$ cat src/hdl/ddfp_pkg.sv
// Shared types, constants and helper functions for the delimited decimal field parser.
// Has no dependencies; every other file in the block imports it.
package ddfp_pkg;

  localparam int unsigned FIELD_COUNT  = 21;
  localparam int unsigned IDX_W        = 5;
  localparam int unsigned MAG_W        = 32;
  localparam int unsigned TMO_W        = 16;
  localparam int unsigned QUEUE_DEPTH  = 2;
  localparam int unsigned QPTR_W       = 1;
  localparam int unsigned QCNT_W       = 2;

  localparam logic [IDX_W-1:0] MAX_INDEX  = 5'd31;
  localparam logic [IDX_W-1:0] FIELD_MODE = 5'd1;
  localparam logic [MAG_W-1:0] MAG_LIMIT  = 32'h8000_0000;

  localparam logic [FIELD_COUNT-1:0] MASK_RESET    = 21'h1F_FFFF;
  localparam logic [TMO_W-1:0]       TIMEOUT_RESET = 16'd200;

  localparam logic [MAG_W-1:0] RECIP_TEN      = 32'd3435973837;
  localparam int unsigned      SHIFT_TEN      = 35;
  localparam logic [MAG_W-1:0] RECIP_THOUSAND = 32'd274877907;
  localparam int unsigned      SHIFT_THOUSAND = 38;

  localparam logic [7:0] CH_DOLLAR = 8'h24;
  localparam logic [7:0] CH_SEMI   = 8'h3B;
  localparam logic [7:0] CH_CR     = 8'h0D;
  localparam logic [7:0] CH_LF     = 8'h0A;
  localparam logic [7:0] CH_SPACE  = 8'h20;
  localparam logic [7:0] CH_TAB    = 8'h09;
  localparam logic [7:0] CH_VT     = 8'h0B;
  localparam logic [7:0] CH_FF     = 8'h0C;
  localparam logic [7:0] CH_PLUS   = 8'h2B;
  localparam logic [7:0] CH_MINUS  = 8'h2D;
  localparam logic [7:0] CH_ZERO   = 8'h30;
  localparam logic [7:0] CH_NINE   = 8'h39;

  typedef enum logic {
    CMD_BYTE = 1'b0,
    CMD_TICK = 1'b1
  } cmd_e;

  typedef enum logic [1:0] {
    PH_LEAD,
    PH_SIGN,
    PH_DIGITS,
    PH_DONE
  } phase_e;

  typedef enum logic [1:0] {
    SC_ONE,
    SC_TEN,
    SC_THOUSAND
  } scale_e;

  typedef enum logic [1:0] {
    MC_CHARGING,
    MC_DISCHARGING,
    MC_WAITING,
    MC_UNKNOWN
  } mode_e;

  typedef enum logic {
    REG_FIELD_MASK   = 1'b0,
    REG_IDLE_TIMEOUT = 1'b1
  } reg_e;

  typedef struct packed {
    logic [IDX_W-1:0] idx;
    logic             neg;
    logic [MAG_W-1:0] mag;
    scale_e           scale;
    mode_e            mode;
  } field_rec_t;

  typedef struct packed {
    logic full;
    logic empty;
  } queue_stat_t;

  function automatic scale_e field_scale(logic [IDX_W-1:0] idx);
    scale_e sc;
    case (idx)
      5'd0, 5'd1, 5'd3, 5'd4: sc = SC_ONE;
      5'd9, 5'd10:            sc = SC_TEN;
      default:                sc = SC_THOUSAND;
    endcase
    return sc;
  endfunction

endpackage

$ cat src/hdl/delimited_decimal_field_parser_top.sv
// Delimited decimal field parser top level: register port, front end, queue and back end.
// One word (byte or millisecond tick) is accepted per cycle while the queue has space.
// A result passes through the queue, the product register and the output register after its delimiter word is accepted.
// Sustained rate is one result per cycle while out_ready_i stays high.
// Reset returns the field index, parse state and idle timer to zero and the registers to defaults.
// Depends on ddfp_pkg, ddfp_front, ddfp_queue and ddfp_back.
module delimited_decimal_field_parser_top
  import ddfp_pkg::*;
(
  input  logic               clk_i,
  input  logic               rst_ni,
  input  logic               in_valid_i,
  output logic               in_ready_o,
  input  logic               command_i,
  input  logic [7:0]         rx_byte_i,
  output logic               out_valid_o,
  input  logic               out_ready_i,
  output logic [4:0]         field_number_o,
  output logic signed [31:0] scaled_value_o,
  output logic [1:0]         mode_class_o,
  input  logic               psel,
  input  logic               penable,
  input  logic               pwrite,
  input  logic [2:0]         paddr,
  input  logic [31:0]        pwdata,
  output logic [31:0]        prdata,
  output logic               pready
);

  logic [FIELD_COUNT-1:0] mask_q;
  logic [TMO_W-1:0]       timeout_q;
  logic                   cfg_write;
  reg_e                   cfg_reg;

  logic        push;
  field_rec_t  front_rec;
  field_rec_t  queue_rec;
  logic        pop;
  queue_stat_t q_stat;

  assign pready    = 1'b1;
  assign cfg_reg   = reg_e'(paddr[2]);
  assign cfg_write = psel && penable && pwrite && pready;

  always_comb begin
    case (cfg_reg)
      REG_FIELD_MASK:   prdata = 32'(mask_q);
      REG_IDLE_TIMEOUT: prdata = 32'(timeout_q);
      default:          prdata = '0;
    endcase
  end

  always_ff @(posedge clk_i or negedge rst_ni) begin
    if (!rst_ni) begin
      mask_q    <= MASK_RESET;
      timeout_q <= TIMEOUT_RESET;
    end else if (cfg_write) begin
      case (cfg_reg)
        REG_FIELD_MASK:   mask_q    <= pwdata[FIELD_COUNT-1:0];
        REG_IDLE_TIMEOUT: timeout_q <= pwdata[TMO_W-1:0];
        default:          mask_q    <= mask_q;
      endcase
    end
  end

  ddfp_front u_front (
    .clk_i          (clk_i),
    .rst_ni         (rst_ni),
    .in_valid_i     (in_valid_i),
    .in_ready_o     (in_ready_o),
    .command_i      (command_i),
    .rx_byte_i      (rx_byte_i),
    .field_mask_i   (mask_q),
    .idle_timeout_i (timeout_q),
    .q_stat_i       (q_stat),
    .push_o         (push),
    .rec_o          (front_rec)
  );

  ddfp_queue u_queue (
    .clk_i  (clk_i),
    .rst_ni (rst_ni),
    .push_i (push),
    .rec_i  (front_rec),
    .pop_i  (pop),
    .rec_o  (queue_rec),
    .stat_o (q_stat)
  );

  ddfp_back u_back (
    .clk_i          (clk_i),
    .rst_ni         (rst_ni),
    .q_stat_i       (q_stat),
    .rec_i          (queue_rec),
    .pop_o          (pop),
    .out_valid_o    (out_valid_o),
    .out_ready_i    (out_ready_i),
    .field_number_o (field_number_o),
    .scaled_value_o (scaled_value_o),
    .mode_class_o   (mode_class_o)
  );

  a_no_push_when_full: assert property (@(posedge clk_i) disable iff (!rst_ni)
    push |-> !q_stat.full)
    else $error("Field record pushed into a full queue.");

  a_tick_never_pushes: assert property (@(posedge clk_i) disable iff (!rst_ni)
    (in_valid_i && in_ready_o && command_i == CMD_TICK) |-> !push)
    else $error("A tick word produced a field record.");

  a_field_in_range: assert property (@(posedge clk_i) disable iff (!rst_ni)
    out_valid_o |-> (field_number_o < 5'(FIELD_COUNT)))
    else $error("Result word carries a field number beyond the field count.");

  a_mode_only_field_one: assert property (@(posedge clk_i) disable iff (!rst_ni)
    (out_valid_o && field_number_o != FIELD_MODE) |-> (mode_class_o == MC_UNKNOWN))
    else $error("Mode class set on a field other than the mode field.");

endmodule

$ cat src/hdl/ddfp_front.sv
// Front end of the parser: accepts words, tracks the field parse and the idle timer.
// Emits one field record per completed, enabled field into the queue. Uses ddfp_pkg.
module ddfp_front
  import ddfp_pkg::*;
(
  input  logic                   clk_i,
  input  logic                   rst_ni,
  input  logic                   in_valid_i,
  output logic                   in_ready_o,
  input  logic                   command_i,
  input  logic [7:0]             rx_byte_i,
  input  logic [FIELD_COUNT-1:0] field_mask_i,
  input  logic [TMO_W-1:0]       idle_timeout_i,
  input  queue_stat_t            q_stat_i,
  output logic                   push_o,
  output field_rec_t             rec_o
);

  logic [IDX_W-1:0] idx_q, idx_d;
  logic [MAG_W-1:0] acc_q, acc_d;
  logic             neg_q, neg_d;
  phase_e           phase_q, phase_d;
  logic [TMO_W-1:0] ticks_q, ticks_d;

  logic             accept;
  logic             is_byte, is_dollar, is_eol, is_semi, is_delim;
  logic             is_blank, is_sign, is_digit;
  logic             active;
  logic [3:0]       digit;
  logic [MAG_W+3:0] acc_x10;
  logic [MAG_W-1:0] acc_sat;
  logic [TMO_W-1:0] ticks_inc;
  logic [31:0]      mask_ext;
  logic             field_on;
  mode_e            mode;

  assign in_ready_o = ~q_stat_i.full;
  assign accept     = in_valid_i & ~q_stat_i.full;

  always_comb begin
    is_byte   = (cmd_e'(command_i) == CMD_BYTE);
    is_dollar = (rx_byte_i == CH_DOLLAR);
    is_eol    = (rx_byte_i == CH_CR) || (rx_byte_i == CH_LF);
    is_semi   = (rx_byte_i == CH_SEMI);
    is_delim  = is_eol || is_semi;
    is_blank  = (rx_byte_i == CH_SPACE) || (rx_byte_i == CH_TAB) ||
                (rx_byte_i == CH_VT) || (rx_byte_i == CH_FF);
    is_sign   = (rx_byte_i == CH_PLUS) || (rx_byte_i == CH_MINUS);
    is_digit  = (rx_byte_i >= CH_ZERO) && (rx_byte_i <= CH_NINE);
    digit     = 4'(rx_byte_i - CH_ZERO);
    active    = accept && is_byte && !is_dollar;
  end

  always_comb begin
    acc_x10 = ({4'b0, acc_q} << 3) + ({4'b0, acc_q} << 1) + {{MAG_W{1'b0}}, digit};
    acc_sat = (acc_x10 > {4'b0, MAG_LIMIT}) ? MAG_LIMIT : acc_x10[MAG_W-1:0];
  end

  // Next parse phase.
  always_comb begin
    phase_d = phase_q;
    if (active) begin
      if (is_delim) begin
        phase_d = PH_LEAD;
      end else begin
        case (phase_q)
          PH_LEAD: begin
            if (is_blank) begin
              phase_d = PH_LEAD;
            end else if (is_sign) begin
              phase_d = PH_SIGN;
            end else if (is_digit) begin
              phase_d = PH_DIGITS;
            end else begin
              phase_d = PH_DONE;
            end
          end
          PH_SIGN, PH_DIGITS: begin
            phase_d = is_digit ? PH_DIGITS : PH_DONE;
          end
          default: begin
            phase_d = phase_q;
          end
        endcase
      end
    end
  end

  // Accumulator, field index and idle timer.
  always_comb begin
    acc_d     = acc_q;
    neg_d     = neg_q;
    idx_d     = idx_q;
    ticks_d   = ticks_q;
    ticks_inc = (ticks_q == {TMO_W{1'b1}}) ? ticks_q : ticks_q + 1'b1;
    if (accept && !is_byte) begin
      ticks_d = ticks_inc;
      if (idx_q != '0 && ticks_inc >= idle_timeout_i) begin
        idx_d = '0;
      end
    end else if (accept) begin
      ticks_d = '0;
    end
    if (active) begin
      if (is_delim) begin
        acc_d = '0;
        neg_d = 1'b0;
        if (is_eol) begin
          idx_d = '0;
        end else if (idx_q != MAX_INDEX) begin
          idx_d = idx_q + 1'b1;
        end
      end else if (phase_q != PH_DONE && is_digit) begin
        acc_d = acc_sat;
      end else if (phase_q == PH_LEAD && is_sign) begin
        neg_d = (rx_byte_i == CH_MINUS);
      end
    end
  end

  // Completed-field record.
  always_comb begin
    mask_ext = 32'(field_mask_i);
    field_on = (idx_q < IDX_W'(FIELD_COUNT)) && mask_ext[idx_q];
    push_o   = active && is_delim && field_on;
    mode     = MC_UNKNOWN;
    if (idx_q == FIELD_MODE && !neg_q) begin
      case (acc_q)
        32'd1:   mode = MC_CHARGING;
        32'd2:   mode = MC_DISCHARGING;
        32'd4:   mode = MC_WAITING;
        default: mode = MC_UNKNOWN;
      endcase
    end
    rec_o.idx   = idx_q;
    rec_o.neg   = neg_q;
    rec_o.mag   = (!neg_q && acc_q == MAG_LIMIT) ? MAG_LIMIT - 1'b1 : acc_q;
    rec_o.scale = field_scale(idx_q);
    rec_o.mode  = mode;
  end

  always_ff @(posedge clk_i or negedge rst_ni) begin
    if (!rst_ni) begin
      idx_q   <= '0;
      acc_q   <= '0;
      neg_q   <= 1'b0;
      phase_q <= PH_LEAD;
      ticks_q <= '0;
    end else begin
      idx_q   <= idx_d;
      acc_q   <= acc_d;
      neg_q   <= neg_d;
      phase_q <= phase_d;
      ticks_q <= ticks_d;
    end
  end

endmodule

$ cat src/hdl/ddfp_queue.sv
// Short queue of field records between the parser front end and the scaling back end.
// Uses ddfp_pkg for the record type and depth constants.
module ddfp_queue
  import ddfp_pkg::*;
(
  input  logic        clk_i,
  input  logic        rst_ni,
  input  logic        push_i,
  input  field_rec_t  rec_i,
  input  logic        pop_i,
  output field_rec_t  rec_o,
  output queue_stat_t stat_o
);

  field_rec_t        mem_q [QUEUE_DEPTH];
  logic [QPTR_W-1:0] wr_ptr_q, wr_ptr_d;
  logic [QPTR_W-1:0] rd_ptr_q, rd_ptr_d;
  logic [QCNT_W-1:0] cnt_q, cnt_d;

  always_comb begin
    wr_ptr_d = push_i ? wr_ptr_q + 1'b1 : wr_ptr_q;
    rd_ptr_d = pop_i ? rd_ptr_q + 1'b1 : rd_ptr_q;
    cnt_d    = cnt_q + QCNT_W'(push_i) - QCNT_W'(pop_i);
    stat_o.full  = (cnt_q == QCNT_W'(QUEUE_DEPTH));
    stat_o.empty = (cnt_q == '0);
    rec_o        = mem_q[rd_ptr_q];
  end

  always_ff @(posedge clk_i) begin
    if (push_i) begin
      mem_q[wr_ptr_q] <= rec_i;
    end
  end

  always_ff @(posedge clk_i or negedge rst_ni) begin
    if (!rst_ni) begin
      wr_ptr_q <= '0;
      rd_ptr_q <= '0;
      cnt_q    <= '0;
    end else begin
      wr_ptr_q <= wr_ptr_d;
      rd_ptr_q <= rd_ptr_d;
      cnt_q    <= cnt_d;
    end
  end

endmodule

$ cat src/hdl/ddfp_back.sv
// Back end: scales each field record by reciprocal multiplication and drives the result word.
// Two registered stages, product then quotient and sign. Uses ddfp_pkg.
module ddfp_back
  import ddfp_pkg::*;
(
  input  logic              clk_i,
  input  logic              rst_ni,
  input  queue_stat_t       q_stat_i,
  input  field_rec_t        rec_i,
  output logic              pop_o,
  output logic              out_valid_o,
  input  logic              out_ready_i,
  output logic [IDX_W-1:0]  field_number_o,
  output logic signed [31:0] scaled_value_o,
  output logic [1:0]        mode_class_o
);

  logic             s1_valid_q;
  logic [63:0]      s1_prod_q, s1_prod_d;
  field_rec_t       s1_rec_q;
  logic             out_valid_q;
  logic [IDX_W-1:0] out_idx_q;
  logic [31:0]      out_value_q, out_value_d;
  mode_e            out_mode_q;

  logic             out_adv;
  logic             s1_ready;
  logic [MAG_W-1:0] recip;
  logic [63:0]      shifted_ten, shifted_thousand;
  logic [MAG_W-1:0] quot;

  always_comb begin
    out_adv  = !out_valid_q || out_ready_i;
    s1_ready = !s1_valid_q || out_adv;
    pop_o    = !q_stat_i.empty && s1_ready;
    recip    = (rec_i.scale == SC_TEN) ? RECIP_TEN : RECIP_THOUSAND;
    s1_prod_d = 64'(rec_i.mag) * 64'(recip);
  end

  always_comb begin
    shifted_ten      = s1_prod_q >> SHIFT_TEN;
    shifted_thousand = s1_prod_q >> SHIFT_THOUSAND;
    case (s1_rec_q.scale)
      SC_ONE:      quot = s1_rec_q.mag;
      SC_TEN:      quot = shifted_ten[MAG_W-1:0];
      SC_THOUSAND: quot = shifted_thousand[MAG_W-1:0];
      default:     quot = s1_rec_q.mag;
    endcase
    out_value_d = s1_rec_q.neg ? (~quot + 1'b1) : quot;
  end

  always_ff @(posedge clk_i) begin
    if (pop_o) begin
      s1_prod_q <= s1_prod_d;
      s1_rec_q  <= rec_i;
    end
    if (s1_valid_q && out_adv) begin
      out_idx_q   <= s1_rec_q.idx;
      out_value_q <= out_value_d;
      out_mode_q  <= s1_rec_q.mode;
    end
  end

  always_ff @(posedge clk_i or negedge rst_ni) begin
    if (!rst_ni) begin
      s1_valid_q  <= 1'b0;
      out_valid_q <= 1'b0;
    end else begin
      if (s1_ready) begin
        s1_valid_q <= pop_o;
      end
      if (out_adv) begin
        out_valid_q <= s1_valid_q;
      end
    end
  end

  assign out_valid_o    = out_valid_q;
  assign field_number_o = out_idx_q;
  assign scaled_value_o = signed'(out_value_q);
  assign mode_class_o   = out_mode_q;

endmodule
$ cat config.mk
export PLATFORM = sky130hd
export DESIGN_NAME = delimited_decimal_field_parser_top
export DESIGN_NICKNAME = d
export VERILOG_FILES = /design/src/hdl/ddfp_pkg.sv /design/src/hdl/delimited_decimal_field_parser_top.sv /design/src/hdl/ddfp_front.sv /design/src/hdl/ddfp_queue.sv /design/src/hdl/ddfp_back.sv
export SDC_FILE = /design/constraint.sdc
export NUM_CORES = 2
export LEC_CHECK = 0
export BUFFER_PORTS_ARGS = -buffer_cell sky130_fd_sc_hd__buf_2
export CAP_MARGIN = 5
export CORE_MARGIN = 8
export CORE_UTILIZATION = 43
export CTS_BUF_LIST = sky130_fd_sc_hd__clkbuf_16
export DETAILED_ROUTE_END_ITERATION = 10
export PLACE_DENSITY = 0.59
export SLEW_MARGIN = 20
export SYNTH_ARGS = -nofsm -noshare
export SYNTH_HDL_FRONTEND = slang
export SYNTH_SLANG_ARGS = --single-unit
export TNS_END_PERCENT = 20
$ cat constraint.sdc
create_clock -name clk_i -period 14.6 [get_ports clk_i]
set_input_delay 2.19 -clock clk_i [delete_from_list [all_inputs] [get_ports clk_i]]
set_output_delay 2.19 -clock clk_i [all_outputs]
set_load 0.02 [all_outputs]
# Yosys cells after proc, flatten, opt, wreduce, memory -nomap -nowiden

Memory sizes are Yosys's and may differ from the RTL's.
Index checks and enable logic that the tools add are counted.

Register bits after elaboration: 244
Word-level logic and storage cells: 150
Memories: 1
Output and inout bits: 74
Input bits: 51
Memory bits (writable): 84

Memory list:

| name          | words | bits a word | read ports | clocked after Yosys merged registers in | wr ports | line             | RTL |
|---|---|---|---|---|---|---|---|
| u_queue.mem_q | 2     | 42          | 1          | 0                                       | 1        | ddfp_queue.sv:15 | `field_rec_t mem_q [QUEUE_DEPTH];` |

Mux-type cells: 32
$lt $le $gt $ge: 6
Bitwise gates (word level): 5
$mul: 1
Eq/ne operators: 29
Reductions and logical operators: 45
Add/subtract/negate cells: 10

Operator list:

| cell                                                                               | number |
|---|---|
| 32-bit two-way mux                                                                 | 6 |
| 32-bit case mux with 2 select lines                                                | 2 |
| 32-bit by 32-bit multiplier with 64-bit output                                     | 1 |
| 16-bit two-way mux                                                                 | 3 |
| 8-bit by 4-bit equality test with 1-bit output (second input constant)             | 5 |
| 8-bit by 6-bit equality test with 1-bit output (second input constant)             | 5 |
| 35-bit by 33-bit adder with 36-bit output                                          | 1 |
| 36-bit by 4-bit adder with 36-bit output                                           | 1 |
| 36-bit by 32-bit greater-than comparator with 1-bit output (second input constant) | 1 |
| 32-bit by 1-bit adder with 32-bit output (second input constant)                   | 1 |
| 32-bit by 1-bit equality test with 1-bit output (second input constant)            | 1 |
| 32-bit by 2-bit equality test with 1-bit output (second input constant)            | 1 |
| 32-bit by 3-bit equality test with 1-bit output (second input constant)            | 1 |
| 32-bit equality test (second input constant)                                       | 1 |
| 32-bit inverter                                                                    | 1 |
| 5-bit two-way mux                                                                  | 6 |
| 16-bit by 1-bit adder with 16-bit output (second input constant)                   | 1 |
| 16-bit equality test (second input constant)                                       | 1 |
| 16-bit >= comparator                                                               | 1 |
| 1-bit logical AND                                                                  | 16 |
| 5-bit by 4-bit equality test with 1-bit output (second input constant)             | 2 |
| 8-bit by 6-bit >= comparator with 1-bit output (second input constant)             | 1 |
| 8-bit by 6-bit less-or-equal comparator with 1-bit output (second input constant)  | 1 |
| 1-bit logical OR                                                                   | 8 |
| other kinds (32)                                                                   | 60 |

# Logic depth before layout (Yosys ltp)

Word-level depth: 10
Gate-level depth with buffers: 32
Gate-level depth less buffers: 31

# By module

Synthesis repeated with hierarchy kept, for this count alone.

Cells, all modules: 3615
Area total of the unflattened synthesis: 38538.2 um2

Modules (own cells, without submodules):

| module                             | sequential area each (um2) | cells an instance | times used | area an instance (um2) |
|---|---|---|---|---|
| ddfp_back                          | 3353.2                     | 2652              | 1          | 27407.5 |
| ddfp_front                         | 1401.3                     | 701               | 1          | 5900.7 |
| ddfp_queue                         | 2622.5                     | 146               | 1          | 3429.5 |
| delimited_decimal_field_parser_top | 955.9                      | 116               | 1          | 1800.5 |

# Least setup slack after synthesis

Ideal clock, no wire load.

Kind: register -> register
Start point: reg u_queue.rd_ptr_q
End point: reg u_back.s1_prod_q[55], data pin
Required time: 14.335 ns
Arrival: 8.644 ns
Path buffers: 3
Library setup time: 0.265 ns
Slack: 5.691 ns
Clock period less this slack: 8.909 ns
Cell stages (with the launch flop): 28
Cells stage by stage: dfrtp_1 buf_2 buf_1 clkbuf_1 mux2i_1 nor2_1 or2_2 ha_1 fa_1 fa_1 inv_1 fa_1 inv_1 fa_1 fa_1 fa_1 fa_1 ha_1 a21oi_1 nor2_1 a2111oi_0 nand2b_1 o211ai_1 a211oi_1 or3_1 a221oi_1 o21ai_0 xor2_1

Word-level cells in the longest chain between the ends: 4

Ends and longest elaborated chain:

| item                                               | line             | RTL |
|---|---|---|
| from (decl)                                        | ddfp_queue.sv:17 | `logic [QPTR_W-1:0] rd_ptr_q, rd_ptr_d;` |
| from (signal assigned)                             | ddfp_queue.sv:42 | `rd_ptr_q <= rd_ptr_d;` |
| memory 2 x 42 bit (*)                              | -                |  |
| 2-bit by 1-bit equality test with 1-bit output     | ddfp_back.sv:36  | `recip = (rec_i.scale == SC_TEN) ? RECIP_TEN : RECIP_THOUSAND;` |
| 32-bit two-way mux                                 | ddfp_back.sv:36  |  |
| 32-bit by 32-bit multiplier with 64-bit output (*) | ddfp_back.sv:37  | `s1_prod_d = 64'(rec_i.mag) * 64'(recip);` |
| net u_back.s1_prod_d[55]                           | ddfp_back.sv:19  | `logic [63:0] s1_prod_q, s1_prod_d;` |
| to (signal assigned)                               | ddfp_back.sv:54  | `s1_prod_q <= s1_prod_d;` |
| to (decl)                                          | ddfp_back.sv:19  |  |

The timed path passes the listed nets; every way through them passes the cells marked *.
A chain may end at the register's enable or synchronous reset.

# Worst setup path in the final report

Same ends and word-level chain as after synthesis.

==> results.yml <==
run_status:
  status: "finished clean"
global_routing:
  gr-usage-all-layers_pct: 20.43
  grt_start_max_net_pins: 67
  grt_overflow: 0
  antenna_found_initial: 1
  first_global_vias: 27240
  grt_pass1_wl_um: 155300
critical_path:
  start_kind: "flop"
  path_class: "reg -> reg"
  critPathLaunch: "u_queue.rd_ptr_q"
  crit_path_max_fanout: 48
  cp-end-kind: "flop"
  reg2reg_from: "u_queue.rd_ptr_q"
  worst_ep_required_time_ps: 14910
  cp.arrival_ps: 10790
place:
  hpwl_um: 83780
  dpl.cell_count: 4821
  placed_area_um2: 39900
  portBuffers: 99
  gp_congestion: 0.9272
cells_and_area:
  n_fill_cell: 8236
  nets: 4845
  final_cells: 4881
  area_growth_pct: 7.442
  final_area_um2: 41010
  antennaDiodeCount: 0
  drive_gt1_share_pct: 9.634
routing:
  wl_um: 99410
  viasPerCell: 5.221
  postRouteAntennaNets: 0
  via_count: 25490
  dr.pass1.iters: 7
  drc: 0
  routedWlPerCell_um: 20.37
  drt-initial-drc-count: 1662
worst_hold_path:
  hold_path.class: "reg -> reg"
  worstHoldStart: "u_back.s1_rec_q[0]"
floorplanning:
  die_y_um: 313.9
  core_um2: 88240
  row_count: 109
  dieArea_um2: 98550
  initial_utilization_pct: 43.25
  ios: 125
  fp.dieW_um: 313.9
cts:
  cts_root_buf: "clkbuf_16"
  cts_hold_buffers: 0
  clock_latency_ps: 580
  htreeDepth: 2
  clockBufferDepth: 3
  post_cts_buffers: 0
  clkSinkCount: 293
  cts.clk_slew.worst_paths_ps: 60
  cts_tree: "yes"
  cts_buffers: 34
  cts_resized: 0
job:
  drv_cap: 0
logic_synthesis:
  ys_seq_elements: 293
  synth_area_um2: 38170
  yosysWarnings: 0
  synthCells: 3635
  synth_edf_count: 194
  ys_top_cells_by_area: "fa_1, ha_1, edfxtp_1, inv_1, dfrtp_1"
  synthMostInstantiatedCell: "inv_1"
  synth_common_cells: "inv_1, ha_1, fa_1"
  ys_seq_area_share_pct: 21.83
  synthArstFlopShare_pct: 33.79
  synth_top_area_share_pct: 28.43
  synth_top_area_cell: "fa_1"
  synth-main-ff-cell: "edfxtp_1"
  avgSynthCellArea_um2: 10.50
  ys_types: 77
sta:
  fin_crit_ps: 10480
  timing.final.crit_share_pct: 71.81
  fmax_ghz: 0.09538
  maxSlewHeadroom_pct: 32.50
  rsz0062_at_grt: "no"
  finalHoldViolations: 0
  skew_ps: 23.20
  fin_setup_tns_ps: 0
  setup_violations: 0
  slew_violations: 0
  worst_pin_slew_ps: 1009
## sequential cells by signal (all words and copies together) (netlist names), 2 cells and up
| signal | cells |
|---|---|
| u_back.field_number_o | 5 |
| u_front.phase_q | 2 |
| u_front.acc_q | 32 |
| u_back.scaled_value_o | 32 |
| u_queue.mem_q | 84 |
| u_back.mode_class_o | 2 |
| u_queue.cnt_q | 2 |
| timeout_q | 16 |
| u_back.s1_rec_q | 42 |
| u_front.ticks_q | 16 |
| u_back.s1_prod_q | 29 |
| mask_q | 21 |
| u_front.idx_q | 5 |
## stage by stage
step           worst slack (ps)  util (%)  hold slack (ps)
3_3_place_gp               4218     45.22            404.1
4_1_cts                    4103     46.47            423.3
5_1_grt                    3648     46.47            424.8
2_1_floorplan              5691         -            400.3
3_5_place_dp               4125     45.22            413.7
6_report                   4116     46.47            421.6
## cell families (layout without fill, tap and decap cells)
logic type | count (synthesis) | after routing | synth area share (%)
buffers and inverters | 936 | 1003 | 9.445
AO/OA/AOI/OAI | 485 | 485 | 8.357
other | 2 | 16 | 0.01968
multiplexers | 106 | 106 | 3.160
AND/OR/NAND/NOR | 596 | 596 | 7.757
XOR/XNOR | 115 | 115 | 2.639
adder cells (fa/ha/maj) | 1102 | 1102 | 46.79
flip-flops | 293 | 293 | 21.83
## final cells by class
type,count,area (um2),share of cell area (%)
Clock buffer,34,850.8,2.075
Timing Repair Buffer,127,708.2,1.727
Multi-Input combinational cell,2420,26340,64.23
Tap cell,1165,1458,3.555
Inverter,816,3063,7.470
Clock inverter,26,255.2,0.6225
Sequential cell,293,8334,20.32
## final timing paths
path,end,depth (start not counted),slack [ps]
worst min register to register,u_back.mode_class_o[0],0,420
worst max register to register,u_back.s1_prod_q[55],27,4120
min in group asynchronous,timeout_q[5],1,1570
worst min-delay path,u_back.mode_class_o[0],0,420
max in group asynchronous,u_front.acc_q[15],2,11790
worst max-delay path,u_back.s1_prod_q[55],27,4120
## worst max-delay path: stages (launching register included)
cell       delay [ps]
dfrtp_2           340
buf_4             560
nand2_1           230
o21a_1            160
buf_4             270
nor2_1            840
or2_2             250
ha_1              260
fa_1              490
fa_1              570
inv_1              80
fa_1              540
inv_1              50
fa_1              480
fa_1              460
fa_1              530
fa_1              430
ha_1              380
a21oi_1           210
inv_1             110
a2111oi_0         590
nand2b_1          160
o211ai_1          430
a211oi_1          300
or3_1             500
a221oi_1          550
o21ai_0           210
xor2_1            190
## cells in the final DEF (no fill, tap or decap), drive strengths merged, types with 14 or more instances in the layout
master,n
a211oi,15
a21o,56
a21oi,114
a221o,18
a22o,19
a31oi,17
and3,24
buf,127
clkbuf,34
conb,16
dfrtp,75
dfstp,24
edfxtp,194
fa,542
ha,560
inv,824
mux2,76
mux2i,26
nand2,173
nand2b,22
nand3,46
nand4,23
nor2,132
nor2b,34
nor3,28
nor4,14
o21ai,115
o31ai,34
or2,61
xnor2,71
xor2,44
## metal layers
layer  routed length [um]  part of all wire (%)  track usage (%)  vias to the layer above
met5                    0                     0                0                        -
met3                 7010                   7.1            4.984                      139
met4                 3189                   3.2            6.168                        0
met1                43250                    44            26.91                    12670
li1                     -                     -                -                    12010
met2                45960                    46            33.28                      662
Power is left out: the tool's default activity adds up to more than one toggle a clock period on the data nets, which glitch-free logic cannot reach.
